$ cat src/hw/rtl/dts_pkg.sv
// ---------------------------------------------------------------------------
// dts_pkg: shared types, constants and DFA tables for the token scanner
// Holds the token kind codes, DFA state codes, the transition function and
// the kind-per-state table used by the maximal-munch scanner.
// ---------------------------------------------------------------------------
package dts_pkg;

  // Longest token counted exactly; longer tokens saturate and flag a clip
  localparam int MAX_LEXEME = 255;
  localparam int LEN_W      = $clog2(MAX_LEXEME + 1);

  localparam int CHAR_W  = 8;
  localparam int KIND_W  = 5;
  localparam int STATE_W = 5;
  localparam int OUT_LEN_W = 8;
  localparam logic [16:0] OUT_LEN_MAX = 17'd255;

  // Special bytes
  localparam logic [CHAR_W-1:0] CH_NUL   = 8'h00;
  localparam logic [CHAR_W-1:0] CH_TAB   = 8'h09;
  localparam logic [CHAR_W-1:0] CH_NL    = 8'h0A;
  localparam logic [CHAR_W-1:0] CH_SP    = 8'h20;
  localparam logic [CHAR_W-1:0] CH_HASH  = 8'h23;
  localparam logic [CHAR_W-1:0] CH_QUOTE = 8'h22;

  // Token kinds
  localparam logic [KIND_W-1:0] K_EOF       = 5'd0;
  localparam logic [KIND_W-1:0] K_SYMBOL    = 5'd1;
  localparam logic [KIND_W-1:0] K_NUMBER    = 5'd2;
  localparam logic [KIND_W-1:0] K_STRING    = 5'd3;
  localparam logic [KIND_W-1:0] K_ASSIGN    = 5'd4;
  localparam logic [KIND_W-1:0] K_MAP       = 5'd5;
  localparam logic [KIND_W-1:0] K_ADD       = 5'd6;
  localparam logic [KIND_W-1:0] K_MUL       = 5'd7;
  localparam logic [KIND_W-1:0] K_EXP       = 5'd8;
  localparam logic [KIND_W-1:0] K_REL       = 5'd9;
  localparam logic [KIND_W-1:0] K_NOT       = 5'd10;
  localparam logic [KIND_W-1:0] K_DOLLAR    = 5'd11;
  localparam logic [KIND_W-1:0] K_ELLIPSE   = 5'd12;
  localparam logic [KIND_W-1:0] K_DOT       = 5'd13;
  localparam logic [KIND_W-1:0] K_COMMA     = 5'd14;
  localparam logic [KIND_W-1:0] K_COLON     = 5'd15;
  localparam logic [KIND_W-1:0] K_SEMICOLON = 5'd16;
  localparam logic [KIND_W-1:0] K_LPAREN    = 5'd17;
  localparam logic [KIND_W-1:0] K_RPAREN    = 5'd18;
  localparam logic [KIND_W-1:0] K_LBRACK    = 5'd19;
  localparam logic [KIND_W-1:0] K_RBRACK    = 5'd20;
  localparam logic [KIND_W-1:0] K_LBRACE    = 5'd21;
  localparam logic [KIND_W-1:0] K_RBRACE    = 5'd22;
  localparam logic [KIND_W-1:0] K_ERROR     = 5'd23;

  // DFA states; the start state doubles as "no transition"
  localparam logic [STATE_W-1:0] S_START   = 5'd0;
  localparam logic [STATE_W-1:0] S_SYMBOL  = 5'd1;
  localparam logic [STATE_W-1:0] S_INT     = 5'd2;
  localparam logic [STATE_W-1:0] S_INT_DOT = 5'd3;
  localparam logic [STATE_W-1:0] S_FRAC    = 5'd4;
  localparam logic [STATE_W-1:0] S_ZERO    = 5'd5;
  localparam logic [STATE_W-1:0] S_STR     = 5'd6;
  localparam logic [STATE_W-1:0] S_STR_END = 5'd7;
  localparam logic [STATE_W-1:0] S_COLON   = 5'd8;
  localparam logic [STATE_W-1:0] S_SEMI    = 5'd9;
  localparam logic [STATE_W-1:0] S_ASSIGN  = 5'd10;
  localparam logic [STATE_W-1:0] S_DOLLAR  = 5'd11;
  localparam logic [STATE_W-1:0] S_PLUS    = 5'd12;
  localparam logic [STATE_W-1:0] S_MINUS   = 5'd13;
  localparam logic [STATE_W-1:0] S_MAP     = 5'd14;
  localparam logic [STATE_W-1:0] S_MUL     = 5'd15;
  localparam logic [STATE_W-1:0] S_EXP     = 5'd16;
  localparam logic [STATE_W-1:0] S_NOT     = 5'd17;
  localparam logic [STATE_W-1:0] S_REL     = 5'd18;
  localparam logic [STATE_W-1:0] S_REL_EQ  = 5'd19;
  localparam logic [STATE_W-1:0] S_LPAREN  = 5'd20;
  localparam logic [STATE_W-1:0] S_RPAREN  = 5'd21;
  localparam logic [STATE_W-1:0] S_LBRACK  = 5'd22;
  localparam logic [STATE_W-1:0] S_RBRACK  = 5'd23;
  localparam logic [STATE_W-1:0] S_LBRACE  = 5'd24;
  localparam logic [STATE_W-1:0] S_RBRACE  = 5'd25;
  localparam logic [STATE_W-1:0] S_COMMA   = 5'd26;
  localparam logic [STATE_W-1:0] S_DOT     = 5'd27;
  localparam logic [STATE_W-1:0] S_ELLIPSE = 5'd28;
  localparam logic [STATE_W-1:0] S_NONE    = S_START;

  // One result beat
  typedef struct packed {
    logic [KIND_W-1:0]    kind;
    logic [OUT_LEN_W-1:0] len;
    logic                 clip;
    logic                 last;
  } token_t;

  function automatic logic is_letter(input logic [CHAR_W-1:0] b);
    return (b inside {["A":"Z"], ["a":"z"], "_"});
  endfunction

  function automatic logic is_digit(input logic [CHAR_W-1:0] b);
    return (b inside {["0":"9"]});
  endfunction

  // Transition function; S_NONE means the byte ends the token
  function automatic logic [STATE_W-1:0] next_state(input logic [STATE_W-1:0] s,
                                                     input logic [CHAR_W-1:0]  b);
    logic [STATE_W-1:0] t;
    t = S_NONE;
    case (s)
      S_START: begin
        if (is_letter(b))   t = S_SYMBOL;
        else if (b == "0")  t = S_ZERO;
        else if (is_digit(b)) t = S_INT;
        else begin
          case (b)
            CH_QUOTE:           t = S_STR;
            ":":                t = S_COLON;
            ";":                t = S_SEMI;
            "=":                t = S_ASSIGN;
            "$":                t = S_DOLLAR;
            "+":                t = S_PLUS;
            "-":                t = S_MINUS;
            "*", "/", "@", "&": t = S_MUL;
            "^":                t = S_EXP;
            "!":                t = S_NOT;
            "<", ">":           t = S_REL;
            "(":                t = S_LPAREN;
            ")":                t = S_RPAREN;
            "[":                t = S_LBRACK;
            "]":                t = S_RBRACK;
            "{":                t = S_LBRACE;
            "}":                t = S_RBRACE;
            ",":                t = S_COMMA;
            ".":                t = S_DOT;
            default:            t = S_NONE;
          endcase
        end
      end
      S_SYMBOL:  t = (is_letter(b) || is_digit(b)) ? S_SYMBOL : S_NONE;
      S_INT:     t = is_digit(b) ? S_INT : ((b == ".") ? S_INT_DOT : S_NONE);
      S_INT_DOT: t = is_digit(b) ? S_FRAC : S_NONE;
      S_FRAC:    t = is_digit(b) ? S_FRAC : S_NONE;
      S_ZERO:    t = (b == ".") ? S_INT_DOT : S_NONE;
      S_STR: begin
        if (b == CH_NUL)        t = S_NONE;
        else if (b == CH_QUOTE) t = S_STR_END;
        else                    t = S_STR;
      end
      S_MINUS:   t = (b == ">") ? S_MAP : S_NONE;
      S_ASSIGN, S_NOT, S_REL: t = (b == "=") ? S_REL_EQ : S_NONE;
      S_DOT:     t = (b == ".") ? S_ELLIPSE : S_NONE;
      default:   t = S_NONE;
    endcase
    return t;
  endfunction

  // Token kind reported when a token ends in state s
  function automatic logic [KIND_W-1:0] kind_of_state(input logic [STATE_W-1:0] s);
    logic [KIND_W-1:0] k;
    case (s)
      S_SYMBOL:              k = K_SYMBOL;
      S_INT, S_FRAC, S_ZERO: k = K_NUMBER;
      S_STR_END:             k = K_STRING;
      S_COLON:               k = K_COLON;
      S_SEMI:                k = K_SEMICOLON;
      S_ASSIGN:              k = K_ASSIGN;
      S_DOLLAR:              k = K_DOLLAR;
      S_PLUS, S_MINUS:       k = K_ADD;
      S_MAP:                 k = K_MAP;
      S_MUL:                 k = K_MUL;
      S_EXP:                 k = K_EXP;
      S_NOT:                 k = K_NOT;
      S_REL, S_REL_EQ:       k = K_REL;
      S_LPAREN:              k = K_LPAREN;
      S_RPAREN:              k = K_RPAREN;
      S_LBRACK:              k = K_LBRACK;
      S_RBRACK:              k = K_RBRACK;
      S_LBRACE:              k = K_LBRACE;
      S_RBRACE:              k = K_RBRACE;
      S_COMMA:               k = K_COMMA;
      S_DOT:                 k = K_DOT;
      S_ELLIPSE:             k = K_ELLIPSE;
      default:               k = K_ERROR;
    endcase
    return k;
  endfunction

  // Clamp an internal length to the output field
  function automatic logic [OUT_LEN_W-1:0] sat_len(input logic [LEN_W-1:0] n);
    logic [16:0] wide;
    wide = 17'(n);
    return (wide > OUT_LEN_MAX) ? OUT_LEN_MAX[OUT_LEN_W-1:0] : wide[OUT_LEN_W-1:0];
  endfunction

endpackage

$ cat src/hw/rtl/dfa_token_scanner_top.sv
// ---------------------------------------------------------------------------
// dfa_token_scanner_top: maximal-munch token scanner
// Takes one source byte per beat, steps the 29-state DFA and queues the
// zero, one or two token beats that the byte finishes.
// ---------------------------------------------------------------------------
// A token beat enters the result queue when the byte that ends it is taken.
// Throughput: one byte per cycle unless in_stall; the queue drains one beat per cycle
//   unless out_stall, so a byte that ends two tokens (token then EOF or error) is absorbed.
// Input stalls while fewer than two queue entries are free.
// Reset: synchronous; clears the DFA to the start state, leaves comment
//   mode and empties the result queue.
module dfa_token_scanner_top (
  input  logic                             clk,
  input  logic                             rst,
  input  logic                             in_valid,
  output logic                             in_stall,
  input  logic [dts_pkg::CHAR_W-1:0]       char_in,
  output logic                             out_valid,
  input  logic                             out_stall,
  output logic [dts_pkg::KIND_W-1:0]       token_kind,
  output logic [dts_pkg::OUT_LEN_W-1:0]    token_length,
  output logic                             length_clipped,
  output logic                             last
);
  import dts_pkg::*;

  localparam int QDEPTH = 4;
  localparam int QPTR_W = $clog2(QDEPTH);
  localparam int QCNT_W = $clog2(QDEPTH + 1);

  // Scanner state
  logic [STATE_W-1:0] scan_state, scan_state_next;
  logic               in_comment, in_comment_next;
  logic [LEN_W-1:0]   length_count, length_count_next;
  logic               clip_flag, clip_flag_next;

  // Result queue
  token_t             queue [QDEPTH];
  logic [QPTR_W-1:0]  wr_ptr, rd_ptr;
  logic [QCNT_W-1:0]  count;

  logic               in_fire, out_fire;
  logic [STATE_W-1:0] step_t, start_t;
  logic               tok_valid, start_valid;
  token_t             tok_beat, start_beat;
  logic [1:0]         push_n;

  assign in_fire  = in_valid && !in_stall;
  assign out_fire = out_valid && !out_stall;
  assign in_stall = (count > QCNT_W'(QDEPTH - 2));

  assign step_t  = next_state(scan_state, char_in);
  assign start_t = next_state(S_START, char_in);

  // Step the DFA and build the beats this byte finishes
  always_comb begin
    scan_state_next   = scan_state;
    in_comment_next   = in_comment;
    length_count_next = length_count;
    clip_flag_next    = clip_flag;
    tok_valid         = 1'b0;
    start_valid       = 1'b0;
    tok_beat          = '{kind: kind_of_state(scan_state), len: sat_len(length_count),
                          clip: clip_flag, last: 1'b0};
    start_beat        = '{kind: K_EOF, len: '0, clip: 1'b0, last: 1'b1};

    if (in_comment) begin
      if (char_in == CH_NL) begin
        in_comment_next = 1'b0;
      end else if (char_in == CH_NUL) begin
        in_comment_next = 1'b0;
        start_valid     = 1'b1;
      end
    end else if (char_in == CH_HASH) begin
      scan_state_next   = S_START;
      length_count_next = '0;
      clip_flag_next    = 1'b0;
      in_comment_next   = 1'b1;
    end else if (scan_state != S_START && step_t != S_NONE) begin
      // grow the partial token
      scan_state_next = step_t;
      if (length_count < LEN_W'(MAX_LEXEME)) begin
        length_count_next = length_count + 1'b1;
      end else begin
        clip_flag_next = 1'b1;
      end
    end else begin
      // close the partial token, then rescan the byte from the start
      tok_valid         = (scan_state != S_START);
      scan_state_next   = S_START;
      length_count_next = '0;
      clip_flag_next    = 1'b0;
      if (char_in == CH_SP || char_in == CH_TAB || char_in == CH_NL) begin
        start_valid = 1'b0;
      end else if (char_in == CH_NUL) begin
        start_valid = 1'b1;
      end else if (start_t == S_NONE) begin
        start_valid = 1'b1;
        start_beat  = '{kind: K_ERROR, len: OUT_LEN_W'(1), clip: 1'b0, last: 1'b1};
      end else begin
        scan_state_next   = start_t;
        length_count_next = LEN_W'(1);
      end
    end
    tok_beat.last = !start_valid;
    push_n = 2'(tok_valid) + 2'(start_valid);
  end

  // Hold scanner state
  always_ff @(posedge clk) begin
    if (rst) begin
      scan_state   <= S_START;
      in_comment   <= 1'b0;
      length_count <= '0;
      clip_flag    <= 1'b0;
    end else if (in_fire) begin
      scan_state   <= scan_state_next;
      in_comment   <= in_comment_next;
      length_count <= length_count_next;
      clip_flag    <= clip_flag_next;
    end
  end

  // Push finished beats in order
  always_ff @(posedge clk) begin
    if (in_fire) begin
      if (tok_valid) begin
        queue[wr_ptr] <= tok_beat;
        if (start_valid) begin
          queue[wr_ptr + 1'b1] <= start_beat;
        end
      end else if (start_valid) begin
        queue[wr_ptr] <= start_beat;
      end
    end
  end

  // Advance queue pointers
  always_ff @(posedge clk) begin
    if (rst) begin
      wr_ptr <= '0;
      rd_ptr <= '0;
      count  <= '0;
    end else begin
      if (in_fire) begin
        wr_ptr <= wr_ptr + QPTR_W'(push_n);
      end
      if (out_fire) begin
        rd_ptr <= rd_ptr + 1'b1;
      end
      count <= count + QCNT_W'(in_fire ? push_n : 2'd0) - QCNT_W'(out_fire);
    end
  end

  assign out_valid      = (count != '0);
  assign token_kind     = queue[rd_ptr].kind;
  assign token_length   = queue[rd_ptr].len;
  assign length_clipped = queue[rd_ptr].clip;
  assign last           = queue[rd_ptr].last;

  // Checks
  a_count_bound: assert property (@(posedge clk) disable iff (rst)
    count <= QCNT_W'(QDEPTH))
    else $error("result queue overflow");

  a_comment_clear: assert property (@(posedge clk) disable iff (rst)
    in_comment |-> (scan_state == S_START && length_count == '0))
    else $error("partial token left while in comment");

  a_token_len: assert property (@(posedge clk) disable iff (rst)
    (scan_state != S_START) |-> (length_count != '0))
    else $error("open token with zero length");

  a_eof_shape: assert property (@(posedge clk) disable iff (rst)
    (out_valid && token_kind == K_EOF) |-> (token_length == '0 && !length_clipped && last))
    else $error("malformed EOF beat");

  a_pair_fits: assert property (@(posedge clk) disable iff (rst)
    (in_fire && push_n == 2'd2) |=> (count >= 3'(1)))
    else $error("two-beat byte lost a beat");

endmodule
$ cat config.mk
export PLATFORM = sky130hd
export DESIGN_NAME = dfa_token_scanner_top
export DESIGN_NICKNAME = d
export VERILOG_FILES = /design/src/hw/rtl/dts_pkg.sv /design/src/hw/rtl/dfa_token_scanner_top.sv
export SDC_FILE = /design/constraint.sdc
export NUM_CORES = 1
export LEC_CHECK = 0
export BUFFER_PORTS_ARGS = -buffer_cell sky130_fd_sc_hd__buf_2
export CORE_MARGIN = 2
export CORE_UTILIZATION = 30
export DETAILED_ROUTE_END_ITERATION = 8
export GPL_TIMING_DRIVEN = 0
export PLACE_DENSITY_LB_ADDON = 0.1
export SLEW_MARGIN = 15
export SYNTH_ARGS = -nofsm -noshare
export SYNTH_HDL_FRONTEND = slang
export SYNTH_SLANG_ARGS = --single-unit
$ cat constraint.sdc
create_clock -name clk -period 4.5 [get_ports clk]
set_clock_uncertainty 0.05 [all_clocks]
set_input_delay 0.9 -clock clk [delete_from_list [all_inputs] [get_ports clk]]
set_output_delay 0.9 -clock clk [all_outputs]
set_load 0.01 [all_outputs]
==> results of run 1 <==
[repair_timing]
action | CTS | global route
setup endpoints to repair | 22 | 41
pin swaps | 0 | 13
resized for setup | 8 | 38
buffers inserted | 1 | 5
[flip-flops by register name (all words and copies together), names as in the netlist, named ones only]
signal / cells
wr_ptr: 2
count: 3
rd_ptr: 2
scan_state: 5
tok_beat: 5
in_comment: 1
clip_flag: 1
queue: 60
length_count: 8
[worst paths after layout]
path	start	endpoint	slack, ns	cells after the start
hold reg to reg	queue[3][1]$_SDFFE_PP0N_	queue[3][1]$_SDFFE_PP0N_	0.41	2
setup / recovery	char_in[1]	queue[1][14]$_DFFE_PP_	0.16	13
hold / removal	queue[3][1]$_SDFFE_PP0N_	queue[3][1]$_SDFFE_PP0N_	0.41	2
setup reg to reg	scan_state[1]$_SDFFE_PP0P_	count[2]$_SDFF_PP0_	0.44	18
[cells by family (layout without fill, tap and decap cells)]
| logic type | Yosys count | count (layout) |
|---|---|---|
| xor+xnor | 10 | 10 |
| mux | 17 | 17 |
| fa+ha+maj | 16 | 16 |
| compound gates | 170 | 170 |
| buf+inv | 66 | 116 |
| flops | 89 | 89 |
| simple gates | 236 | 236 |
[cells in the mapped netlist, types with 12 or more instances]
| master | n |
|---|---|
| nor3_1 | 16 |
| edfxtp_1 | 20 |
| mux4_2 | 15 |
| nand2_1 | 46 |
| nor2_1 | 34 |
| clkbuf_1 | 32 |
| nor2b_1 | 12 |
| inv_1 | 19 |
| ha_1 | 14 |
| o21ai_1 | 48 |
| dfxtp_1 | 69 |
| nand3_1 | 48 |
| a21oi_1 | 31 |
| a31o_1 | 24 |
| o21ai_0 | 18 |
[metrics by stage]
stage	setup TNS [ns]	instance area [um^2]
after floorplan	0	5303
after global placement	-19.14	5724
after detailed placement	-25.05	5724
after CTS	0	6048
after global routing	-0.03102	6168
final	0	6168
[critical path, cell delays in order]
cell	delay, ns
buf_2	0.13
or4_4	0.53
buf_6	0.15
o2111ai_2	0.19
and4_4	0.27
nor4b_4	0.28
buf_4	0.21
nand4_1	0.16
ha_1	0.30
o21a_1	0.28
nand2_1	0.13
clkbuf_1	0.45
nand2_1	0.33
[area by class of cell]
cell class | instances | area (um^2)
plain buffers | 45 | 207.7
clock buffers | 10 | 239.0
clock inverters | 6 | 48.80
fillers | 1811 | 11130
inverters | 21 | 78.83
multi-input cells | 449 | 3146
flip-flops and latches | 89 | 1982
well taps | 225 | 281.5
repair buffers | 34 | 185.2
[power by group through the flow]
stage	registers, mW	logic [mW]	clock network, mW
finish	0.970	0.796	0.736
global route	0.980	0.889	0.791
CTS	0.969	0.779	0.759
detailed placement	0.987	0.772	0
global placement	0.983	0.771	0
floorplan	0.966	0.558	0
[metal layers]
metal / track usage / part of all wire / vias up
met1: 0.2259 / 0.46 / 2350
met3: 0.03741 / 0.039 / 17
met4: 0.03837 / 0.010 / 0
met5: 0 / 0 / -
li1: - / - / 2350
met2: 0.2910 / 0.49 / 113
==> flow_metrics.py, run 1 <==
metrics = {
    "run_status": {
        "status": "completed",
    },
    "power_and_ir_drop": {
        "pwr-share-seq": 0.388,
        "swShare": 0.3490,
        "pwr-share-clk": 0.294,
        "p_comb_frac": 0.318,
        "power.density_mw_per_mm2": 405.7,
        "switchingPower_uw": 873.2,
        "peakVddDrop_mv": 0.1952,
        "leakage_nw": 2.285,
        "p_total_mw": 2.502,
        "power.internal_mw": 1.629,
    },
    "global_routing": {
        "grtUsageTotal": 0.1726,
        "grt_pass1_vias": 4664,
        "grt_first_pass_wirelength_um": 24870,
        "globalRouteOverflowTotal": 0,
        "grt_max_degree": 17,
        "antenna_found_initial": 0,
    },
    "yosys": {
        "yosysSeqAreaShare": 0.3738,
        "synth_edf_count": 20,
        "synth-adder-area-share": 0.03870,
        "synthSimpleGateAreaFrac": 0.2473,
        "synth-compound-area-share": 0.2067,
        "yosysTopAreaCellShare": 0.2605,
        "synth_cell_types": 70,
        "synthCells": 604,
        "yosysWarnings": 0,
        "synth-xor-area-share": 0.01652,
        "synth.area.mux_share": 0.06772,
        "synth_top_family_by_area": "simple AND/OR/NAND/NOR gates",
        "avgSynthCellArea_um2": 8.779,
        "synth_top_cell_by_area": "dfxtp_1",
        "async_flop_share": 0,
        "syn-cell-area_mm2": 0.005303,
        "ys_ff_latch": 89,
        "synth_area_leaders": "dfxtp_1, edfxtp_1, mux4_2, nand3_1, o21ai_1",
        "synth_nets": 631,
        "synthFlopType": "dfxtp_1",
    },
    "route": {
        "ant_nets": 0,
        "drt-vias-per-instance": 5.495,
        "wl_per_cell_um": 17.52,
        "routed-via-count": 4830,
        "drt_iter0_drc": 410,
        "firstDrtPassIters": 5,
        "drt-total-wl_um": 15400,
        "drc": 0,
    },
    "run": {
        "drv_cap": 0,
    },
    "layout": {
        "synthToLayoutAreaGrowth_pct": 16.33,
        "final_common_cell": "dfxtp_1",
        "antenna_cells": 0,
        "final_nets": 676,
        "layoutNonFillerInstCount": 879,
        "final_cell_mix": "dfxtp_1, o21ai_1, nand3_1",
        "fin_util": 0.3566,
        "drive_above_1_share": 0.1713,
    },
    "clock_tree": {
        "cts_root_buffer": "clkbuf_16",
        "cts_hold_buf": 0,
        "cts_tree": "built",
        "clockBufferDepth": 2,
        "cts_buffers": 9,
        "clkTransAtPathRegs_ns": 0.07,
        "cts_sinks": 89,
        "insertion_delay_ns": 0.35,
        "ctsHtreeMaxLevel": 3,
    },
    "die": {
        "pin_count": 29,
        "core-area_mm2": 0.01730,
        "die_x_um": 137.0,
        "initial_utilization": 0.3066,
        "rows": 48,
        "dieArea_mm2": 0.01876,
        "dieHeight_um": 137.0,
    },
    "timing": {
        "layout_min_cycle_time_ns": 4.338,
        "worst_slew_pin_slew_ns": 0.8138,
        "relSlewSlack": 0.4563,
        "final_hold_viol_count": 0,
        "rsz0062_at_grt": "yes",
        "setup_viol": 0,
        "holdWs_ns": 0.4071,
        "fmax_mhz": 230.5,
        "setup_ws_ns": 0.1622,
        "drv_slew": 0,
        "post-route-period-util": 0.9640,
    },
    "placed_design": {
        "dp_cells": 857,
        "dp_hpwl_um": 11080,
        "gp_congestion": 0.8793,
        "dp_slack_ns": -0.7050,
        "portBuffers": 28,
    },
    "setup_path": {
        "critPathLaunchType": "input pin",
        "cp_max_fo": 10,
        "critical_path_class": "in -> reg",
        "required_ns": 4.48,
        "end_kind": "register",
        "cp.arrival_ns": 4.32,
    },
    "hold_path": {
        "hp-class": "reg -> reg",
    },
}
(Power assumes the default switching activity.)
==> run 2, diff against run 1 <==
--- a/config.mk
+++ b/config.mk
@@ -5,11 +5,12 @@
 export SDC_FILE = /design/constraint.sdc
 export NUM_CORES = 1
 export LEC_CHECK = 0
-export BUFFER_PORTS_ARGS = -buffer_cell sky130_fd_sc_hd__buf_2
 export CORE_MARGIN = 2
 export CORE_UTILIZATION = 30
 export DETAILED_ROUTE_END_ITERATION = 8
+export DONT_BUFFER_PORTS = 1
 export GPL_TIMING_DRIVEN = 0
+export HOLD_SLACK_MARGIN = 0.12
 export PLACE_DENSITY_LB_ADDON = 0.1
 export SLEW_MARGIN = 15
 export SYNTH_ARGS = -nofsm -noshare
==> flow_metrics.py, run 2 (synthesis results as in run 1) <==
metrics = {
    "run_status": {
        "status": "completed",
    },
    "placed_design": {
        "portBuffers": 0,
        "dp_hpwl_um": 11090,
        "gp_congestion": 0.8651,
        "dp_slack_ns": -0.5058,
        "dp_cells": 829,
    },
    "setup_path": {
        "critical_path_class": "in -> reg",
        "r2r_cells": 15,
        "critPathLaunchType": "input pin",
        "required_ns": 4.48,
        "end_kind": "register",
        "cp.arrival_ns": 4.26,
        "cp_max_fo": 10,
        "r2r_slack_ns": 0.47,
    },
    "timing": {
        "setup_ws_ns": 0.2184,
        "fmax_mhz": 233.6,
        "drv_slew": 0,
        "holdWs_ns": 0.4110,
        "relSlewSlack": 0.4013,
        "final_hold_viol_count": 0,
        "post-route-period-util": 0.9515,
        "rsz0062_at_grt": "no",
        "worst_slew_pin_slew_ns": 0.8961,
        "setup_viol": 0,
        "layout_min_cycle_time_ns": 4.282,
    },
    "global_routing": {
        "grt_pass1_vias": 4592,
        "grt_first_pass_wirelength_um": 24850,
        "grtUsageTotal": 0.1724,
        "globalRouteOverflowTotal": 0,
        "grt_max_degree": 18,
        "antenna_found_initial": 0,
    },
    "die": {
        "rows": 48,
        "die_x_um": 137.0,
        "dieHeight_um": 137.0,
        "core-area_mm2": 0.01730,
        "initial_utilization": 0.3066,
        "pin_count": 29,
        "dieArea_mm2": 0.01876,
    },
    "route": {
        "wl_met1_um": 7078,
        "route.met3.wl_um": 564,
        "drc": 0,
        "routed-via-count": 4747,
        "firstDrtPassIters": 6,
        "drt-total-wl_um": 15540,
        "wl_per_cell_um": 18.35,
        "top_layer": "met4",
        "ant_nets": 0,
        "drt-vias-per-instance": 5.604,
        "met2_wirelength_um": 7732,
        "drt_iter0_drc": 373,
    },
    "power_and_ir_drop": {
        "power.density_mw_per_mm2": 418.6,
        "leakage_nw": 2.137,
        "peakVddDrop_mv": 0.2493,
        "p_total_mw": 2.516,
    },
    "clock_tree": {
        "clkTransAtPathRegs_ns": 0.07,
        "cts_tree": "built",
        "cts_sinks": 89,
        "clockBufferDepth": 2,
        "ctsHtreeMaxLevel": 3,
        "cts_buffers": 9,
        "cts_root_buffer": "clkbuf_16",
        "insertion_delay_ns": 0.35,
    },
    "hold_path": {
        "hp-class": "reg -> reg",
        "hold_path_depth": 2,
    },
    "layout": {
        "layoutNonFillerInstCount": 847,
        "fin_util": 0.3475,
        "regMostFlops": "queue",
        "drive_above_1_share": 0.1174,
        "antenna_cells": 0,
        "final_nets": 644,
        "largestRegisters": "queue x60, length_count x8",
        "final_common_cell": "dfxtp_1",
        "final_cell_mix": "dfxtp_1, nand3_1, o21ai_1",
        "largest_register_ffs": 60,
        "nFillCells": 1832,
        "synthToLayoutAreaGrowth_pct": 13.36,
    },
    "run": {
        "drv_cap": 0,
    },
}
run 2: final cells by class:
type | count | area (um^2) | share of cell area
multi-input combinational | 449 | 3143 | 0.5229
sequential | 89 | 1982 | 0.3297
tap | 225 | 281.5 | 0.04684
clock buffer | 9 | 225.2 | 0.03747
buffer | 45 | 201.4 | 0.03351
clock inverter | 7 | 83.83 | 0.01395
inverter | 21 | 78.83 | 0.01311
timing repair buffer | 2 | 15.01 | 0.002498
run 2: repair_timing:
action | in CTS | in global routing
resized for setup | 5 | 31
setup buffers | 0 | 2
pin swaps | 0 | 9
hold buffers | 0 | 0
endpoints found under the setup margin | 6 | 31
run 2: layer usage:
metal	vias to the layer above	GRT usage
li1	2278	-
met1	2356	0.2267
met2	101	0.2916
met3	12	0.03259
met4	0	0.04124
met5	-	0
run 2: report_power, final:
part / leakage [nW] / internal (mW) / switching [mW]
Sequential: 0.745 / 0.917 / 0.0523
Clock: 0.154 / 0.441 / 0.346
Combinational: 1.24 / 0.285 / 0.475
Total: 2.14 / 1.64 / 0.873
run 2: per-stage QoR:
step / setup TNS, ns / area, um^2
after floorplan: 0 / 5303
after global placement: -10.69 / 5584
after detailed placement: -9.848 / 5584
after CTS: 0 / 5913
after global routing: 0 / 6011
final: 0 / 6011
run 2: final timing paths:
path                              start                       end
max                          char_in[1]    queue[2][14]$_DFFE_PP_
min            queue[0][8]$_SDFFE_PP0P_  queue[0][8]$_SDFFE_PP0P_
max reg2reg  scan_state[0]$_SDFFE_PP0P_       count[2]$_SDFF_PP0_
min reg2reg    queue[0][8]$_SDFFE_PP0P_  queue[0][8]$_SDFFE_PP0P_
run 2: critical path, stage by stage:
cell and delay (ns):
or4_4 0.51, buf_6 0.15, or4_1 0.42, a31oi_2 0.26, a211oi_2 0.09, and3_1 0.21
nand3_1 0.14, a21oi_2 0.07, ha_1 0.26, o21a_1 0.29, nand2_1 0.12, clkbuf_1 0.51
nand2_1 0.33
==> run 3, diff against run 2 <==
--- a/config.mk
+++ b/config.mk
@@ -6,12 +6,13 @@
 export NUM_CORES = 1
 export LEC_CHECK = 0
 export CORE_MARGIN = 2
-export CORE_UTILIZATION = 30
+export CORE_UTILIZATION = 44
 export DETAILED_ROUTE_END_ITERATION = 8
 export DONT_BUFFER_PORTS = 1
 export GPL_TIMING_DRIVEN = 0
 export HOLD_SLACK_MARGIN = 0.12
 export PLACE_DENSITY_LB_ADDON = 0.1
+export SKIP_LAST_GASP = 1
 export SLEW_MARGIN = 15
 export SYNTH_ARGS = -nofsm -noshare
 export SYNTH_HDL_FRONTEND = slang
==> flow_metrics.py, run 3 (synthesis results as in run 1) <==
metrics = {
    "layout": {
        "largestRegisters": "queue x60, length_count x8",
        "drive_above_1_share": 0.1056,
        "antenna_cells": 0,
        "layoutNonFillerInstCount": 772,
        "final_nets": 647,
        "largest_register_ffs": 60,
        "design_area_mm2": 0.005881,
        "fin_util": 0.4937,
        "final_cell_mix": "dfxtp_1, nand3_1, o21ai_1",
        "regMostFlops": "queue",
        "final_common_cell": "dfxtp_1",
        "synthToLayoutAreaGrowth_pct": 10.90,
    },
    "setup_path": {
        "critPathTopFamily": "simple AND/OR/NAND/NOR gates",
        "cpMaxStageDelayCell": "or4_1",
        "r2r-start": "scan_state[0]$_SDFFE_PP0P_",
        "r2r_slack_ns": 0.49,
        "required_ns": 4.67,
        "cpPeakStageDelay_ns": 0.51,
        "critical_path_class": "in -> reg",
        "critPathLaunch": "char_in[1]",
        "cp.arrival_ns": 4.46,
        "crit_chain": "or4_1 -> buf_4 -> or4_1 -> a31oi_2 -> a211oi_2 -> and3_1 -> nand3_1 -> a21oi_2 -> ha_1 -> inv_1 -> nand2_1 -> ha_1 -> inv_1 -> ha_1 -> inv_1 -> fa_1 -> xnor2_1 -> xnor2_1 -> nor2_1",
        "end_kind": "register",
        "critPathLaunchType": "input pin",
        "critPathBufInv": 4,
        "cp_max_fo": 6,
    },
    "clock_tree": {
        "cts_tree": "built",
        "ctsHtreeMaxLevel": 3,
        "clockBufferDepth": 2,
        "cts_buffers": 9,
        "clkTransAtPathRegs_ns": 0.06,
        "insertion_delay_ns": 0.34,
        "cts_root_buffer": "clkbuf_16",
        "cts_sinks": 89,
    },
    "global_routing": {
        "grt_first_pass_wirelength_um": 23190,
        "globalRouteOverflowTotal": 0,
        "grt_max_degree": 17,
        "grt_pass1_vias": 4596,
        "grtUsageTotal": 0.2280,
        "antenna_found_initial": 0,
    },
    "timing": {
        "setup_ws_ns": 0.2082,
        "worst_slew_pin_slew_ns": 0.8236,
        "drv_slew": 0,
        "fin_tns_setup_ns": 0,
        "layout_min_cycle_time_ns": 4.292,
        "post-route-period-util": 0.9537,
        "final_hold_viol_count": 0,
        "rsz0062_at_grt": "no",
        "relSlewSlack": 0.4498,
        "setup_viol": 0,
        "holdWs_ns": 0.4076,
        "fmax_mhz": 233.0,
    },
    "power_and_ir_drop": {
        "pwr-share-clk": 0.300,
        "power.internal_mw": 1.601,
        "leakage_nw": 2.123,
        "swShare": 0.3400,
        "p_total_mw": 2.426,
        "power.density_mw_per_mm2": 412.5,
        "p_comb_frac": 0.301,
        "pwr-share-seq": 0.399,
        "switchingPower_uw": 824.7,
        "peakVddDrop_mv": 0.1753,
    },
    "route": {
        "ant_nets": 0,
        "drc": 0,
        "met2_wirelength_um": 6995,
        "wl_per_cell_um": 18.31,
        "drt-total-wl_um": 14140,
        "routed-via-count": 4656,
        "firstDrtPassIters": 7,
        "drt-vias-per-instance": 6.031,
        "wl_met1_um": 6136,
        "route.met3.wl_um": 637,
        "drt_iter0_drc": 326,
        "top_layer": "met4",
    },
    "die": {
        "dieArea_mm2": 0.01295,
        "initial_utilization": 0.4452,
        "dieHeight_um": 113.8,
        "die_x_um": 113.8,
        "core-area_mm2": 0.01191,
        "rows": 40,
        "pin_count": 29,
    },
    "run": {
        "drv_cap": 0,
    },
    "hold_path": {
        "hp-class": "reg -> reg",
        "worstHoldStart": "queue[1][9]$_SDFFE_PP0N_",
    },
    "placed_design": {
        "dp_cells": 751,
        "dpl-instance-area_mm2": 0.005487,
        "dp_hpwl_um": 10260,
        "gp_congestion": 0.8616,
        "dp_slack_ns": -0.4458,
        "portBuffers": 0,
    },
    "run_status": {
        "status": "completed",
    },
}
==> run 3: worst register-to-register path: cells and delay by family, from the launching register on <==
| family | cells | cell delay (ns) |
|---|---|---|
| AO/OA/AOI/OAI | 3 | 0.69 |
| XOR/XNOR | 2 | 0.32 |
| adder cells (fa/ha/maj) | 4 | 1.06 |
| buffers and inverters | 4 | 0.51 |
| flip-flops | 1 | 0.32 |
| AND/OR/NAND/NOR | 5 | 0.95 |
==> run 3: routing by layer <==
metal,GRT usage,up-vias
met5,0,-
met4,0.09024,0
met3,0.03507,24
met2,0.3920,124
li1,-,2287
met1,0.2885,2221
==> run 3: power by group through the flow <==
stage	logic, mW	registers, mW	clock network (mW)
3_5_place_dp	0.720	0.986	0
5_1_grt	0.816	0.978	0.776
3_3_place_gp	0.706	0.981	0
4_1_cts	0.725	0.968	0.748
6_report	0.729	0.968	0.729
2_1_floorplan	0.558	0.966	0
==> run 3: repair_timing <==
action	in CTS	in global routing
pin swaps	0	6
hold buffers	0	0
resized for setup	2	23
gates cloned	0	0
buffers inserted	1	4
endpoints found under the setup margin	1	23
==> run 3: area by class of cell <==
class                           count  area (um^2)
Clock inverter                      5        37.54
Sequential cell                    89         1982
Timing Repair Buffer                5        37.54
Clock buffer                       11        254.0
Inverter                           21        78.83
Tap cell                          147        183.9
Multi-Input combinational cell    449         3113
Fill cell                        1178         6031
Buffer                             45        193.9
==> run 3: worst paths after layout <==
path / depth (start not counted) / endpoint
hold / removal: 2 / queue[1][9]$_SDFFE_PP0N_
setup reg to reg: 18 / count[2]$_SDFF_PP0_
setup / recovery: 19 / count[2]$_SDFF_PP0_
hold reg to reg: 2 / queue[1][9]$_SDFFE_PP0N_
